[src/rtl/fcgv_pkg.sv]
// ----------------------------------------------------------------------------
// fcgv_pkg: shared types and helpers for the frame check generate/verify unit
// Method and result-kind codes, the result record, control bundle, CRC step.
// ----------------------------------------------------------------------------
package fcgv_pkg;

  localparam logic [1:0] METHOD_EVEN   = 2'd0;
  localparam logic [1:0] METHOD_ODD    = 2'd1;
  localparam logic [1:0] METHOD_CKSUM  = 2'd2;
  localparam logic [1:0] METHOD_CRC    = 2'd3;

  localparam logic [1:0] KIND_PAYLOAD  = 2'd0;
  localparam logic [1:0] KIND_TRAILER  = 2'd1;
  localparam logic [1:0] KIND_VERDICT  = 2'd2;

  localparam logic DIR_SENDER   = 1'b0;
  localparam logic DIR_RECEIVER = 1'b1;

  localparam logic [1:0] REG_METHOD    = 2'd0;
  localparam logic [1:0] REG_DIRECTION = 2'd1;
  localparam logic [1:0] REG_CRC_POLY  = 2'd2;
  localparam logic [1:0] REG_CRC_INIT  = 2'd3;

  localparam logic [1:0]  RESET_METHOD    = METHOD_CRC;
  localparam logic        RESET_DIRECTION = DIR_SENDER;
  localparam logic [15:0] RESET_CRC_POLY  = 16'h1021;
  localparam logic [15:0] RESET_CRC_INIT  = 16'hFFFF;

  localparam int RES_DEPTH = 3;

  typedef struct packed {
    logic [7:0] data;
    logic [1:0] kind;
    logic       last;
    logic       ok;
  } result_t;

  typedef struct packed {
    logic [1:0]  method;
    logic        direction;
    logic [15:0] crc_poly;
    logic [15:0] crc_init;
    logic        init_load;
    logic [15:0] init_wdata;
  } ctl_t;

  // MSB-first CRC-16 over one byte, eight shift steps
  function automatic logic [15:0] crc_byte(input logic [15:0] crc, input logic [7:0] b,
                                           input logic [15:0] poly);
    logic [15:0] c;
    c = crc ^ {b, 8'h00};
    for (int i = 0; i < 8; i++) begin
      if (c[15]) c = {c[14:0], 1'b0} ^ poly;
      else       c = {c[14:0], 1'b0};
    end
    return c;
  endfunction

  // one's-complement add with end-around carry
  function automatic logic [15:0] fold_add(input logic [15:0] s, input logic [15:0] w);
    logic [16:0] t;
    t = {1'b0, s} + {1'b0, w};
    if (t[16]) return t[15:0] + 16'd1;
    else       return t[15:0];
  endfunction

endpackage

[src/rtl/fcgv_engine.sv]
// ----------------------------------------------------------------------------
// fcgv_engine: frame check state and per-byte result generation
// Holds parity, checksum and CRC state plus the receiver delay line, and
// forms the zero to three results of each accepted byte in one pass.
// ----------------------------------------------------------------------------
module fcgv_engine (
  input  logic                clk,
  input  logic                rst_n,
  input  fcgv_pkg::ctl_t      ctl,
  input  logic                acc,
  input  logic [7:0]          in_byte,
  input  logic                in_last,
  output fcgv_pkg::result_t   res [fcgv_pkg::RES_DEPTH],
  output logic [1:0]          res_cnt
);

  logic [15:0] crc_r, crc_nxt;
  logic [15:0] sum_r, sum_nxt;
  logic        par_r, par_nxt;
  logic        odd_r, odd_nxt;
  logic [7:0]  held_r, held_nxt;
  logic [7:0]  dl0_r, dl1_r, dl0_nxt, dl1_nxt;
  logic [1:0]  fill_r, fill_nxt;
  logic        mid_r, mid_nxt;

  logic        sender, tlen2, do_abs;
  logic [1:0]  tlen;
  logic [7:0]  abs_byte;
  logic [15:0] crc_a, sum_a, chk, sum_pad;
  logic        par_a, odd_a;
  logic [7:0]  held_a;
  logic [2:0]  fill_inc;
  logic [1:0]  fill_new;
  logic        ok;
  fcgv_pkg::result_t pay_res, ver_res;

  always_comb begin
    sender   = (ctl.direction == fcgv_pkg::DIR_SENDER);
    tlen2    = (ctl.method == fcgv_pkg::METHOD_CKSUM) || (ctl.method == fcgv_pkg::METHOD_CRC);
    tlen     = tlen2 ? 2'd2 : 2'd1;
    do_abs   = sender || (fill_r >= tlen);
    abs_byte = sender ? in_byte : (tlen2 ? dl1_r : dl0_r);

    // absorb the byte into every check
    crc_a  = crc_r;
    sum_a  = sum_r;
    par_a  = par_r;
    odd_a  = odd_r;
    held_a = held_r;
    if (do_abs) begin
      crc_a = fcgv_pkg::crc_byte(crc_r, abs_byte, ctl.crc_poly);
      par_a = par_r ^ (^abs_byte);
      if (odd_r) begin
        sum_a = fcgv_pkg::fold_add(sum_r, {held_r, abs_byte});
        odd_a = 1'b0;
      end else begin
        held_a = abs_byte;
        odd_a  = 1'b1;
      end
    end

    // pad an odd final byte as the high half
    sum_pad = odd_a ? fcgv_pkg::fold_add(sum_a, {held_a, 8'h00}) : sum_a;
    case (ctl.method)
      fcgv_pkg::METHOD_EVEN:  chk = {15'd0, par_a};
      fcgv_pkg::METHOD_ODD:   chk = {15'd0, ~par_a};
      fcgv_pkg::METHOD_CKSUM: chk = ~sum_pad;
      default:                chk = crc_a;
    endcase

    fill_inc = {1'b0, fill_r} + 3'd1;
    fill_new = (fill_inc > {1'b0, tlen}) ? tlen : fill_inc[1:0];
    if (fill_new < tlen) ok = 1'b0;
    else if (tlen2)      ok = ({dl0_r, in_byte} == chk);
    else                 ok = (in_byte[0] == chk[0]);

    pay_res = '{data: abs_byte, kind: fcgv_pkg::KIND_PAYLOAD, last: 1'b0, ok: 1'b0};
    ver_res = '{data: 8'h00, kind: fcgv_pkg::KIND_VERDICT, last: 1'b1, ok: ok};

    res[0] = pay_res;
    res[1] = ver_res;
    res[2] = ver_res;
    if (sender) begin
      if (!in_last) begin
        res_cnt = 2'd1;
      end else if (!tlen2) begin
        res[1]  = '{data: {7'd0, chk[0]}, kind: fcgv_pkg::KIND_TRAILER, last: 1'b1, ok: 1'b0};
        res_cnt = 2'd2;
      end else begin
        res[1]  = '{data: chk[15:8], kind: fcgv_pkg::KIND_TRAILER, last: 1'b0, ok: 1'b0};
        res[2]  = '{data: chk[7:0], kind: fcgv_pkg::KIND_TRAILER, last: 1'b1, ok: 1'b0};
        res_cnt = 2'd3;
      end
    end else begin
      if (!do_abs) res[0] = ver_res;
      res_cnt = {1'b0, do_abs} + {1'b0, in_last};
    end
  end

  always_comb begin
    crc_nxt  = crc_r;
    sum_nxt  = sum_r;
    par_nxt  = par_r;
    odd_nxt  = odd_r;
    held_nxt = held_r;
    dl0_nxt  = dl0_r;
    dl1_nxt  = dl1_r;
    fill_nxt = fill_r;
    mid_nxt  = mid_r;
    if (acc) begin
      if (in_last) begin
        // frame done: back to the start-of-frame state
        crc_nxt  = ctl.crc_init;
        sum_nxt  = 16'd0;
        par_nxt  = 1'b0;
        odd_nxt  = 1'b0;
        held_nxt = 8'd0;
        fill_nxt = 2'd0;
        mid_nxt  = 1'b0;
      end else begin
        crc_nxt  = crc_a;
        sum_nxt  = sum_a;
        par_nxt  = par_a;
        odd_nxt  = odd_a;
        held_nxt = held_a;
        mid_nxt  = 1'b1;
        if (!sender) begin
          dl1_nxt  = dl0_r;
          dl0_nxt  = in_byte;
          fill_nxt = fill_new;
        end
      end
    end else if (ctl.init_load && !mid_r) begin
      crc_nxt = ctl.init_wdata;
    end
  end

  always_ff @(posedge clk) begin
    if (!rst_n) begin
      crc_r  <= fcgv_pkg::RESET_CRC_INIT;
      sum_r  <= 16'd0;
      par_r  <= 1'b0;
      odd_r  <= 1'b0;
      held_r <= 8'd0;
      fill_r <= 2'd0;
      mid_r  <= 1'b0;
    end else begin
      crc_r  <= crc_nxt;
      sum_r  <= sum_nxt;
      par_r  <= par_nxt;
      odd_r  <= odd_nxt;
      held_r <= held_nxt;
      fill_r <= fill_nxt;
      mid_r  <= mid_nxt;
    end
  end

  // delay line: contents matter only once the fill count covers them
  always_ff @(posedge clk) begin
    dl0_r <= dl0_nxt;
    dl1_r <= dl1_nxt;
  end

endmodule

[src/rtl/frame_check_generate_verify_unit.sv]
// ----------------------------------------------------------------------------
// frame_check_generate_verify_unit: parity/checksum/CRC frame trailer unit
// A byte's results (zero to three) leave a result buffer one per cycle while
// out_stall is low, presented from the cycle after acceptance. The next byte is taken at
// the edge of the last result's transfer: one byte per cycle while each byte
// yields at most one result and the result side does not stall.
// Synchronous active-low reset restores register defaults and frame state.
// ----------------------------------------------------------------------------
module frame_check_generate_verify_unit (
  input  logic        clk,
  input  logic        rst_n,
  input  logic        in_valid,
  output logic        in_stall,
  input  logic [7:0]  in_byte,
  input  logic        in_last,
  output logic        out_valid,
  input  logic        out_stall,
  output logic [7:0]  out_byte,
  output logic [1:0]  out_kind,
  output logic        out_last,
  output logic        out_frame_ok,
  input  logic        psel,
  input  logic        penable,
  input  logic        pwrite,
  input  logic [3:0]  paddr,
  input  logic [31:0] pwdata,
  output logic [31:0] prdata,
  output logic        pready
);

  logic [1:0]  method_r;
  logic        direction_r;
  logic [15:0] crc_poly_r;
  logic [15:0] crc_init_r;

  logic              cfg_wr;
  logic              in_acc, pop;
  fcgv_pkg::ctl_t    ctl;
  fcgv_pkg::result_t eng_res [fcgv_pkg::RES_DEPTH];
  logic [1:0]        eng_cnt;

  fcgv_pkg::result_t res_r [fcgv_pkg::RES_DEPTH];
  logic [1:0]        rem_r, rem_nxt;
  logic [1:0]        rd_idx_r, rd_idx_nxt;
  fcgv_pkg::result_t cur;

  assign pready = 1'b1;
  assign cfg_wr = psel && penable && pwrite && pready;

  always_ff @(posedge clk) begin
    if (!rst_n) begin
      method_r    <= fcgv_pkg::RESET_METHOD;
      direction_r <= fcgv_pkg::RESET_DIRECTION;
      crc_poly_r  <= fcgv_pkg::RESET_CRC_POLY;
      crc_init_r  <= fcgv_pkg::RESET_CRC_INIT;
    end else if (cfg_wr) begin
      unique case (paddr[3:2])
        fcgv_pkg::REG_METHOD:    method_r    <= pwdata[1:0];
        fcgv_pkg::REG_DIRECTION: direction_r <= pwdata[0];
        fcgv_pkg::REG_CRC_POLY:  crc_poly_r  <= pwdata[15:0];
        fcgv_pkg::REG_CRC_INIT:  crc_init_r  <= pwdata[15:0];
        default: ;
      endcase
    end
  end

  always_comb begin
    unique case (paddr[3:2])
      fcgv_pkg::REG_METHOD:    prdata = {30'd0, method_r};
      fcgv_pkg::REG_DIRECTION: prdata = {31'd0, direction_r};
      fcgv_pkg::REG_CRC_POLY:  prdata = {16'd0, crc_poly_r};
      fcgv_pkg::REG_CRC_INIT:  prdata = {16'd0, crc_init_r};
      default:                 prdata = 32'd0;
    endcase
  end

  always_comb begin
    ctl.method     = method_r;
    ctl.direction  = direction_r;
    ctl.crc_poly   = crc_poly_r;
    ctl.crc_init   = crc_init_r;
    ctl.init_load  = cfg_wr && (paddr[3:2] == fcgv_pkg::REG_CRC_INIT);
    ctl.init_wdata = pwdata[15:0];
  end

  fcgv_engine u_engine (
    .clk     (clk),
    .rst_n   (rst_n),
    .ctl     (ctl),
    .acc     (in_acc),
    .in_byte (in_byte),
    .in_last (in_last),
    .res     (eng_res),
    .res_cnt (eng_cnt)
  );

  // result buffer: take a new transaction when empty or as the last buffered result leaves
  assign out_valid = (rem_r != 2'd0);
  assign pop       = out_valid && !out_stall;
  assign in_stall  = (rem_r != 2'd0) && !((rem_r == 2'd1) && pop);
  assign in_acc    = in_valid && !in_stall;

  always_comb begin
    rem_nxt    = rem_r;
    rd_idx_nxt = rd_idx_r;
    if (in_acc) begin
      rem_nxt    = eng_cnt;
      rd_idx_nxt = 2'd0;
    end else if (pop) begin
      rem_nxt    = rem_r - 2'd1;
      rd_idx_nxt = (rem_r == 2'd1) ? 2'd0 : rd_idx_r + 2'd1;
    end
  end

  always_ff @(posedge clk) begin
    if (!rst_n) begin
      rem_r    <= 2'd0;
      rd_idx_r <= 2'd0;
    end else begin
      rem_r    <= rem_nxt;
      rd_idx_r <= rd_idx_nxt;
    end
  end

  always_ff @(posedge clk) begin
    if (in_acc) begin
      res_r <= eng_res;
    end
  end

  assign cur          = res_r[rd_idx_r];
  assign out_byte     = cur.data;
  assign out_kind     = cur.kind;
  assign out_last     = cur.last;
  assign out_frame_ok = cur.ok;

`ifndef SYNTHESIS
  a_buf_range: assert property (@(posedge clk) disable iff (!rst_n)
    (rem_r != 2'd0) |-> (({1'b0, rd_idx_r} + {1'b0, rem_r}) <= 3'd3))
    else $error("result buffer read index runs past its entries");

  a_verdict_last: assert property (@(posedge clk) disable iff (!rst_n)
    (out_valid && (out_kind == fcgv_pkg::KIND_VERDICT)) |-> out_last)
    else $error("verdict without frame end marker");

  a_ok_only_verdict: assert property (@(posedge clk) disable iff (!rst_n)
    (out_valid && (out_kind != fcgv_pkg::KIND_VERDICT)) |-> !out_frame_ok)
    else $error("frame_ok set on a non-verdict result");

  a_trailer_pair: assert property (@(posedge clk) disable iff (!rst_n)
    (pop && (out_kind == fcgv_pkg::KIND_TRAILER) && !out_last)
      |=> (out_valid && (out_kind == fcgv_pkg::KIND_TRAILER)))
    else $error("high trailer byte not followed by low trailer byte");
`endif

endmodule

[config.mk]
export PLATFORM = sky130hd
export DESIGN_NAME = frame_check_generate_verify_unit
export DESIGN_NICKNAME = d
export VERILOG_FILES = /design/src/rtl/fcgv_pkg.sv /design/src/rtl/fcgv_engine.sv /design/src/rtl/frame_check_generate_verify_unit.sv
export SDC_FILE = /design/constraint.sdc
export NUM_CORES = 1
export LEC_CHECK = 0
export CAP_MARGIN = 20
export CORE_MARGIN = 4
export CORE_UTILIZATION = 60
export DETAILED_ROUTE_END_ITERATION = 7
export DONT_BUFFER_PORTS = 1
export GPL_TIMING_DRIVEN = 0
export MAX_ROUTING_LAYER = met4
export PLACE_DENSITY = 0.76
export SYNTH_ARGS = -nofsm -noshare
export SYNTH_HDL_FRONTEND = slang
export SYNTH_SLANG_ARGS = --single-unit
[constraint.sdc]
create_clock -name clk -period 9.15 [get_ports clk]
set_input_delay 1.3725 -clock clk [delete_from_list [all_inputs] [get_ports clk]]
set_output_delay 1.3725 -clock clk [all_outputs]
set_load 0.05 [all_outputs]
==> flow_summary.toml, run 1 <==
[logic_synthesis]
synth_edf_count = 48
ys_ff_latch = 132
synth_cells = 1695
synth.distinct_cells = 104
synth_area_um2 = 13000
yosys_warnings = 0
synth_area_per_cell_um2 = 7.66
synth_async_sr_flop_share = 0
synth-seq-area-share = 0.241
ys.flop_type = "dfxtp_1"

[floorplan]
core_area_um2 = 21200
die_x_um = 155
die_height_um = 155
num_rows = 53
initial_utilization = 0.614
ioPinCount = 99
die_area_um2 = 24100

[routing]
ant_nets = 0
dr_total_vias = 13717
drtPass1Iterations = 7
highest_layer = "met4"
wl_met1_mm = 19.9
met2_length_mm = 20.9
drt_wl_total_mm = 48.7
vias_per_cell = 6.75
initialDrtViolationCount = 1934
drc = 0
route.met3.wl_mm = 6.27
wl_per_cell_um = 24.0

[global_route]
grt.overflow.total = 0
antenna_found_initial = 3
grt_max_degree = 33
track_usage = 0.403
grt_pass1_vias = 12272
grt_pass1_wl_mm = 73.3

[worst_setup_path]
cp_data_required_time_ns = 9.41
path_class = "in -> reg"
cp.arrival_ns = 9.23
crit_path_max_fanout = 10
worst_path_largest_cell_delay_ns = 0.72
path_delay_family = "compound AO/OA/AOI/OAI gates"
worstSetupStartpointType = "input port"
critPathCaptureType = "flip-flop"
cpMostUsedCell = "a21oi_1"
critPathBufInv = 2
crit_slowest_cell = "a311oi_1"

[power]
power_w = 0.00319
power_leakage_nw = 5.58
powerDensity_nw_per_um2 = 223
cell_internal_pwr_w = 0.00168
pwr-share-clk = 0.223
ir_drop_mv = 0.145
switching_share = 0.475
p_seq_frac = 0.235
switching_power_w = 0.00151
p_comb_frac = 0.542

[clocking]
clk_pin_slew_ns = 0.06
clk_path_buf_depth = 2
ctsHoldBuffers = 0
h-tree-depth = 4
cts_sinks = 132
clock_latency_ns = 0.44
tritoncts = "done"
numCtsBuffers = 17
root_buffer = "clkbuf_16"

[final_layout]
utilization = 0.677
layout_commonest_cell = "nand2_1"
fill_cells = 1883
synthToLayoutAreaGrowth_pct = 10.3
layoutNonFillerInstCount = 2033
multi_input_area_um2 = 9330
final_cell_mix = "nand2_1 (300), nor2_1 (118), xnor2_1 (111)"
drive_gt1_frac = 0.101
regArea_um2 = 3120
layout.nets = 1831

[sta]
timing.fmax_mhz = 112
max-slew-margin-rel = 0.262
setup_viol = 0
period_needed_ns = 8.97
hold_viol_final = 0
skew_ns = 0.0164
worstMarginPinSlew_ns = 1.11
drv_slew = 0
post-route-period-util = 0.980

[run]
max_cap_viol_count = 0

[status]
outcome = "complete, no violations"

[placement]
dpl.hpwl_mm = 36.9
io_buffers = 0
place.gp.congestion = 1.07
dp.cells = 1988

[min_path]
hp-class = "reg -> reg"
worst register-to-register path, delay by kind of cell (launching register included):
kind                       cells  cell delay, ns
AOI/OAI and AO/OA             14            3.85
and+or+nand+nor               10            2.51
adders and majority gates      2            0.73
muxes                          2            0.55
buffers and inverters          2            0.41
DFF                            1            0.39
xor gates and xnor gates       2            0.27
final cells by class:
class                      count  area share
antenna                        3    0.000524
buffer                       127      0.0434
clock buffer                  17      0.0297
clock inverter                15      0.0110
inverter                      51      0.0136
multi-input combinational   1400       0.651
sequential                   132       0.218
tap                          275      0.0240
timing repair buffer          13     0.00821
timing repair:
item,CTS,global route
pin swaps,1,7
gates resized for setup,24,34
endpoints found under the setup margin,4,3
setup buffers,2,8
synthesized netlist by cell type (21+ instances only):
library cell  number  area (µm²)
xor2_1            35         307
o211ai_1          21         158
nor2_1           120         450
nand3_1           69         345
nand2_1          300        1130
a21oi_1           81         405
o21ai_0          103         515
and2_1            23         144
inv_1             46         173
ha_1              34         425
a211oi_1          21         158
xnor2_1          112         981
mux2i_1           59         591
nor2b_1           29         181
dfxtp_1           84        1680
buf_4             23         173
nor3_1            31         155
clkbuf_1          80         300
edfxtp_1          48        1440
cell families after synthesis:
kind of cell	synth area share
simple gates	0.245
mux	0.0662
compound gates	0.228
other cells	0.000578
buf+inv	0.0605
flops	0.241
xor+xnor	0.122
fa+ha+maj	0.0374
per-layer routing:
layer	GRT usage	vias to the layer above
met2	0.586	965
met4	0.113	0
met1	0.573	6489
met3	0.0771	141
met5	-	-
li1	-	6122
power groups by stage:
| stage | logic [W] | registers [W] | clock network, W |
|---|---|---|---|
| 2_1_floorplan | 0.00123 | 0.000733 | 0 |
| 3_3_place_gp | 0.00162 | 0.000756 | 0 |
| 3_5_place_dp | 0.00165 | 0.000756 | 0 |
| 4_1_cts | 0.00166 | 0.000744 | 0.000704 |
| 5_1_grt | 0.00181 | 0.000750 | 0.000733 |
| 6_report | 0.00173 | 0.000748 | 0.000712 |
flip-flops by register name, indices dropped and copies added (netlist names), 8 cells and up:
| name | flops |
|---|---|
| res_r | 32 |
| crc_poly_r | 16 |
| u_engine.dl1_r | 8 |
| u_engine.sum_r | 16 |
| u_engine.crc_r | 16 |
| crc_init_r | 16 |
| u_engine.held_r | 8 |
| u_engine.dl0_r | 8 |
final timing paths:
check             slack, ns                           to  cells after the start                        start
setup reg to reg       0.31      res_r[24]$_SDFFCE_PP0P_                     32  u_engine.dl0_r[4]$_DFFE_PP_
hold reg to reg        0.47  u_engine.dl1_r[4]$_DFFE_PP_                      0  u_engine.dl0_r[4]$_DFFE_PP_
setup / recovery       0.18      res_r[24]$_SDFFCE_PP0P_                     31                   in_byte[6]
hold / removal         0.47  u_engine.dl1_r[4]$_DFFE_PP_                      0  u_engine.dl0_r[4]$_DFFE_PP_
per-stage QoR:
step | hold WS (ns) | TNS [ns] | cell area (µm²) | setup slack (ns)
3_3_place_gp | 0.429 | -4.86 | 13400 | -1.56
4_1_cts | 0.464 | 0 | 14100 | 0.0231
2_1_floorplan | 0.424 | 0 | 13000 | 0.712
3_5_place_dp | 0.450 | -5.08 | 13400 | -1.57
5_1_grt | 0.477 | -0.0679 | 14300 | -0.0443
6_report | 0.465 | 0 | 14300 | 0.185
(Power assumes the default switching activity.)
==> run 2, diff against run 1 <==
SYNTH_HIERARCHICAL = 1   (was not set)
==> run 2 against run 1 <==
Clock skew decreased by 0.0037 ns. Sequential power decreased by 2%. Combinational power decreased by 39%. Critical path depth decreased by 2. Critical endpoint is now res_r[24]$_DFFE_PP_. Highest routed layer unchanged. Wire length decreased by 17%. Area after synthesis decreased by 5.1%. Critical path type is now reg -> reg. Worst hold slack improved by 0.022 ns. Register-to-register slack got worse by 0.07 ns.
==> flow_summary.toml, run 2 <==
[logic_synthesis]
synth_cells = 1547
synth.distinct_cells = 99
synth_top_family_by_area = "simple AND/OR/NAND/NOR gates"
synthSimpleGateAreaFrac = 0.223
ys_ff_latch = 136
synth_edf_count = 52
synth_area_per_cell_um2 = 7.96
yosysMostFrequentCell = "nand2_1"
yosysTopAreaCell = "dfxtp_1"
synth_xor_area_frac = 0.137
yosys_warnings = 6
synth_async_sr_flop_share = 0
ys.flop_type = "dfxtp_1"
synth_compound_gate_area_share = 0.208
synth_area_um2 = 12300
netlist.area_leader.share = 0.137
synth.top_cells.by_area = "dfxtp_1 (14%), edfxtp_1 (13%), xnor2_1 (8.1%), nand2_1 (7.3%), mux2i_1 (4.5%)"
synth_adder_area_share = 0.0414
synth_common_cells = "nand2_1 (238), nor2_1 (118), xnor2_1 (114)"
synth-seq-area-share = 0.263
muxShareOfSynthArea = 0.0635

[routing]
drc = 0
initialDrtViolationCount = 1639
vias_per_cell = 6.40
dr_total_vias = 11956
wl_per_cell_um = 21.7
drtPass1Iterations = 6
drt_wl_total_mm = 40.5
ant_nets = 0

[sta]
drv_slew = 0
skew_ns = 0.0127
post-route-period-util = 0.973
worstMarginPinSlew_ns = 1.01
period_needed_ns = 8.91
timing.fmax_mhz = 112
hold_viol_final = 0
setup_tns_ns = 0
setup_ws_ns = 0.244
rsz0062_at_grt = "false"
max-slew-margin-rel = 0.322
setup_viol = 0

[power]
powerDensity_nw_per_um2 = 189
ir_drop_mv = 0.169
power_leakage_nw = 5.31

[worst_setup_path]
worstSetupStartpointType = "flip-flop"
crit_path_max_fanout = 11
critPathCaptureType = "flip-flop"
crit_start = "method_r[1]$_SDFFE_PN1P_"
worst_path_largest_cell_delay_ns = 0.77
crit_slowest_cell = "o21ai_1"
cp_data_required_time_ns = 9.42
cp.arrival_ns = 9.17
reg2reg_slack_ns = 0.24
r2r-start = "method_r[1]$_SDFFE_PN1P_"
path_class = "reg -> reg"

[clocking]
tritoncts = "done"
h-tree-depth = 4
root_buffer = "clkbuf_16"
cts_sinks = 136
clk_pin_slew_ns = 0.06
numCtsBuffers = 17
clock_latency_ns = 0.43
clk_path_buf_depth = 2

[floorplan]
die_x_um = 151
num_rows = 52
die_area_um2 = 22900
die_height_um = 151
ioPinCount = 99
core_area_um2 = 20200
initial_utilization = 0.609

[final_layout]
multi_input_area_um2 = 8430
synthToLayoutAreaGrowth_pct = 9.30
regMostFlops = "res_r"
regArea_um2 = 3240
layout.nets = 1675
diodes = 0
layout_commonest_cell = "nand2_1"
drive_gt1_frac = 0.0864
fill_cells = 1767
final_cell_mix = "nand2_1 (238), nor2_1 (118), xnor2_1 (114)"
largest_register_ffs = 36

[placement]
dpl.hpwl_mm = 30.7
place.gp.congestion = 1.02
io_buffers = 0
place_ws_ns = -1.05

[global_route]
track_usage = 0.363
grt_max_degree = 41
grt_pass1_wl_mm = 62.2
grt_pass1_vias = 11005
antenna_found_initial = 2
grt.overflow.total = 0

[min_path]
hp-class = "reg -> reg"
hp-start = "u_engine/mid_r$_SDFFE_PN0P_"

[status]
outcome = "complete, no violations"

[run]
max_cap_viol_count = 0
==> run 2: layout make-up <==
cell class | count | area share
Clock inverter | 15 | 0.0168
Timing Repair Buffer | 3 | 0.00195
Tap cell | 270 | 0.0251
Inverter | 48 | 0.0134
Multi-Input combinational cell | 1264 | 0.626
Buffer | 114 | 0.0441
Clock buffer | 17 | 0.0316
Sequential cell | 136 | 0.241
==> run 2: cells by family (layout without fill, tap and decap cells) <==
kind of cell             after synthesis  in the layout
buffers and inverters                162            197
multiplexers                          71             71
XOR/XNOR                             172            172
adder cells (fa/ha/maj)               39             39
flip-flops                           136            136
AO/OA/AOI/OAI                        373            373
other                                  4             19
AND/OR/NAND/NOR                      590            590
==> run 2: path summary, 6_finish.rpt <==
check	to	cells past startpoint
setup / recovery	res_r[24]$_DFFE_PP_	29
hold / removal	u_engine/mid_r$_SDFFE_PN0P_	1
setup reg to reg	res_r[24]$_DFFE_PP_	29
hold reg to reg	u_engine/mid_r$_SDFFE_PN0P_	1
==> run 2: power breakdown <==
group	total (W)	internal [W]	switching (W)
combinational	0.00105	0.000370	0.000684
sequential	0.000736	0.000691	0.0000445
clock	0.000759	0.000445	0.000314
==> run 2: worst max-delay path, delay by kind of cell (launching register included) <==
family / cells / cell delay (ns)
adder cells (fa/ha/maj): 2 / 0.80
multiplexers: 1 / 0.32
buffers and inverters: 6 / 2.15
AO/OA/AOI/OAI: 9 / 2.64
flip-flops: 1 / 0.49
AND/OR/NAND/NOR: 10 / 2.18
XOR/XNOR: 1 / 0.14
==> run 2: metrics by stage <==
step	total power [W]	cell area, µm²	utilization	cells	hold WS [ns]
floorplan	0.00151	12400	-	1562	0.454
global placement	0.00175	12700	0.628	1832	0.463
detailed placement	0.00176	12700	0.629	1833	0.470
CTS	0.00252	13400	0.662	1865	0.485
global route	0.00264	13500	0.665	1867	0.499
finish	0.00255	13500	0.665	1867	0.487
==> run 2: routing by layer <==
metal,global-route usage,routed length [µm]
met5,-,0
met4,0.112,1150
met3,0.0491,4220
met2,0.548,18100
met1,0.507,17000
==> run 2: what timing repair did <==
item	in CTS	in global routing
gates resized for setup	7	14
pin swaps	0	1
hold buffers	0	0
hold endpoints to repair	0	0
setup endpoints to repair	3	3
setup buffers	0	2
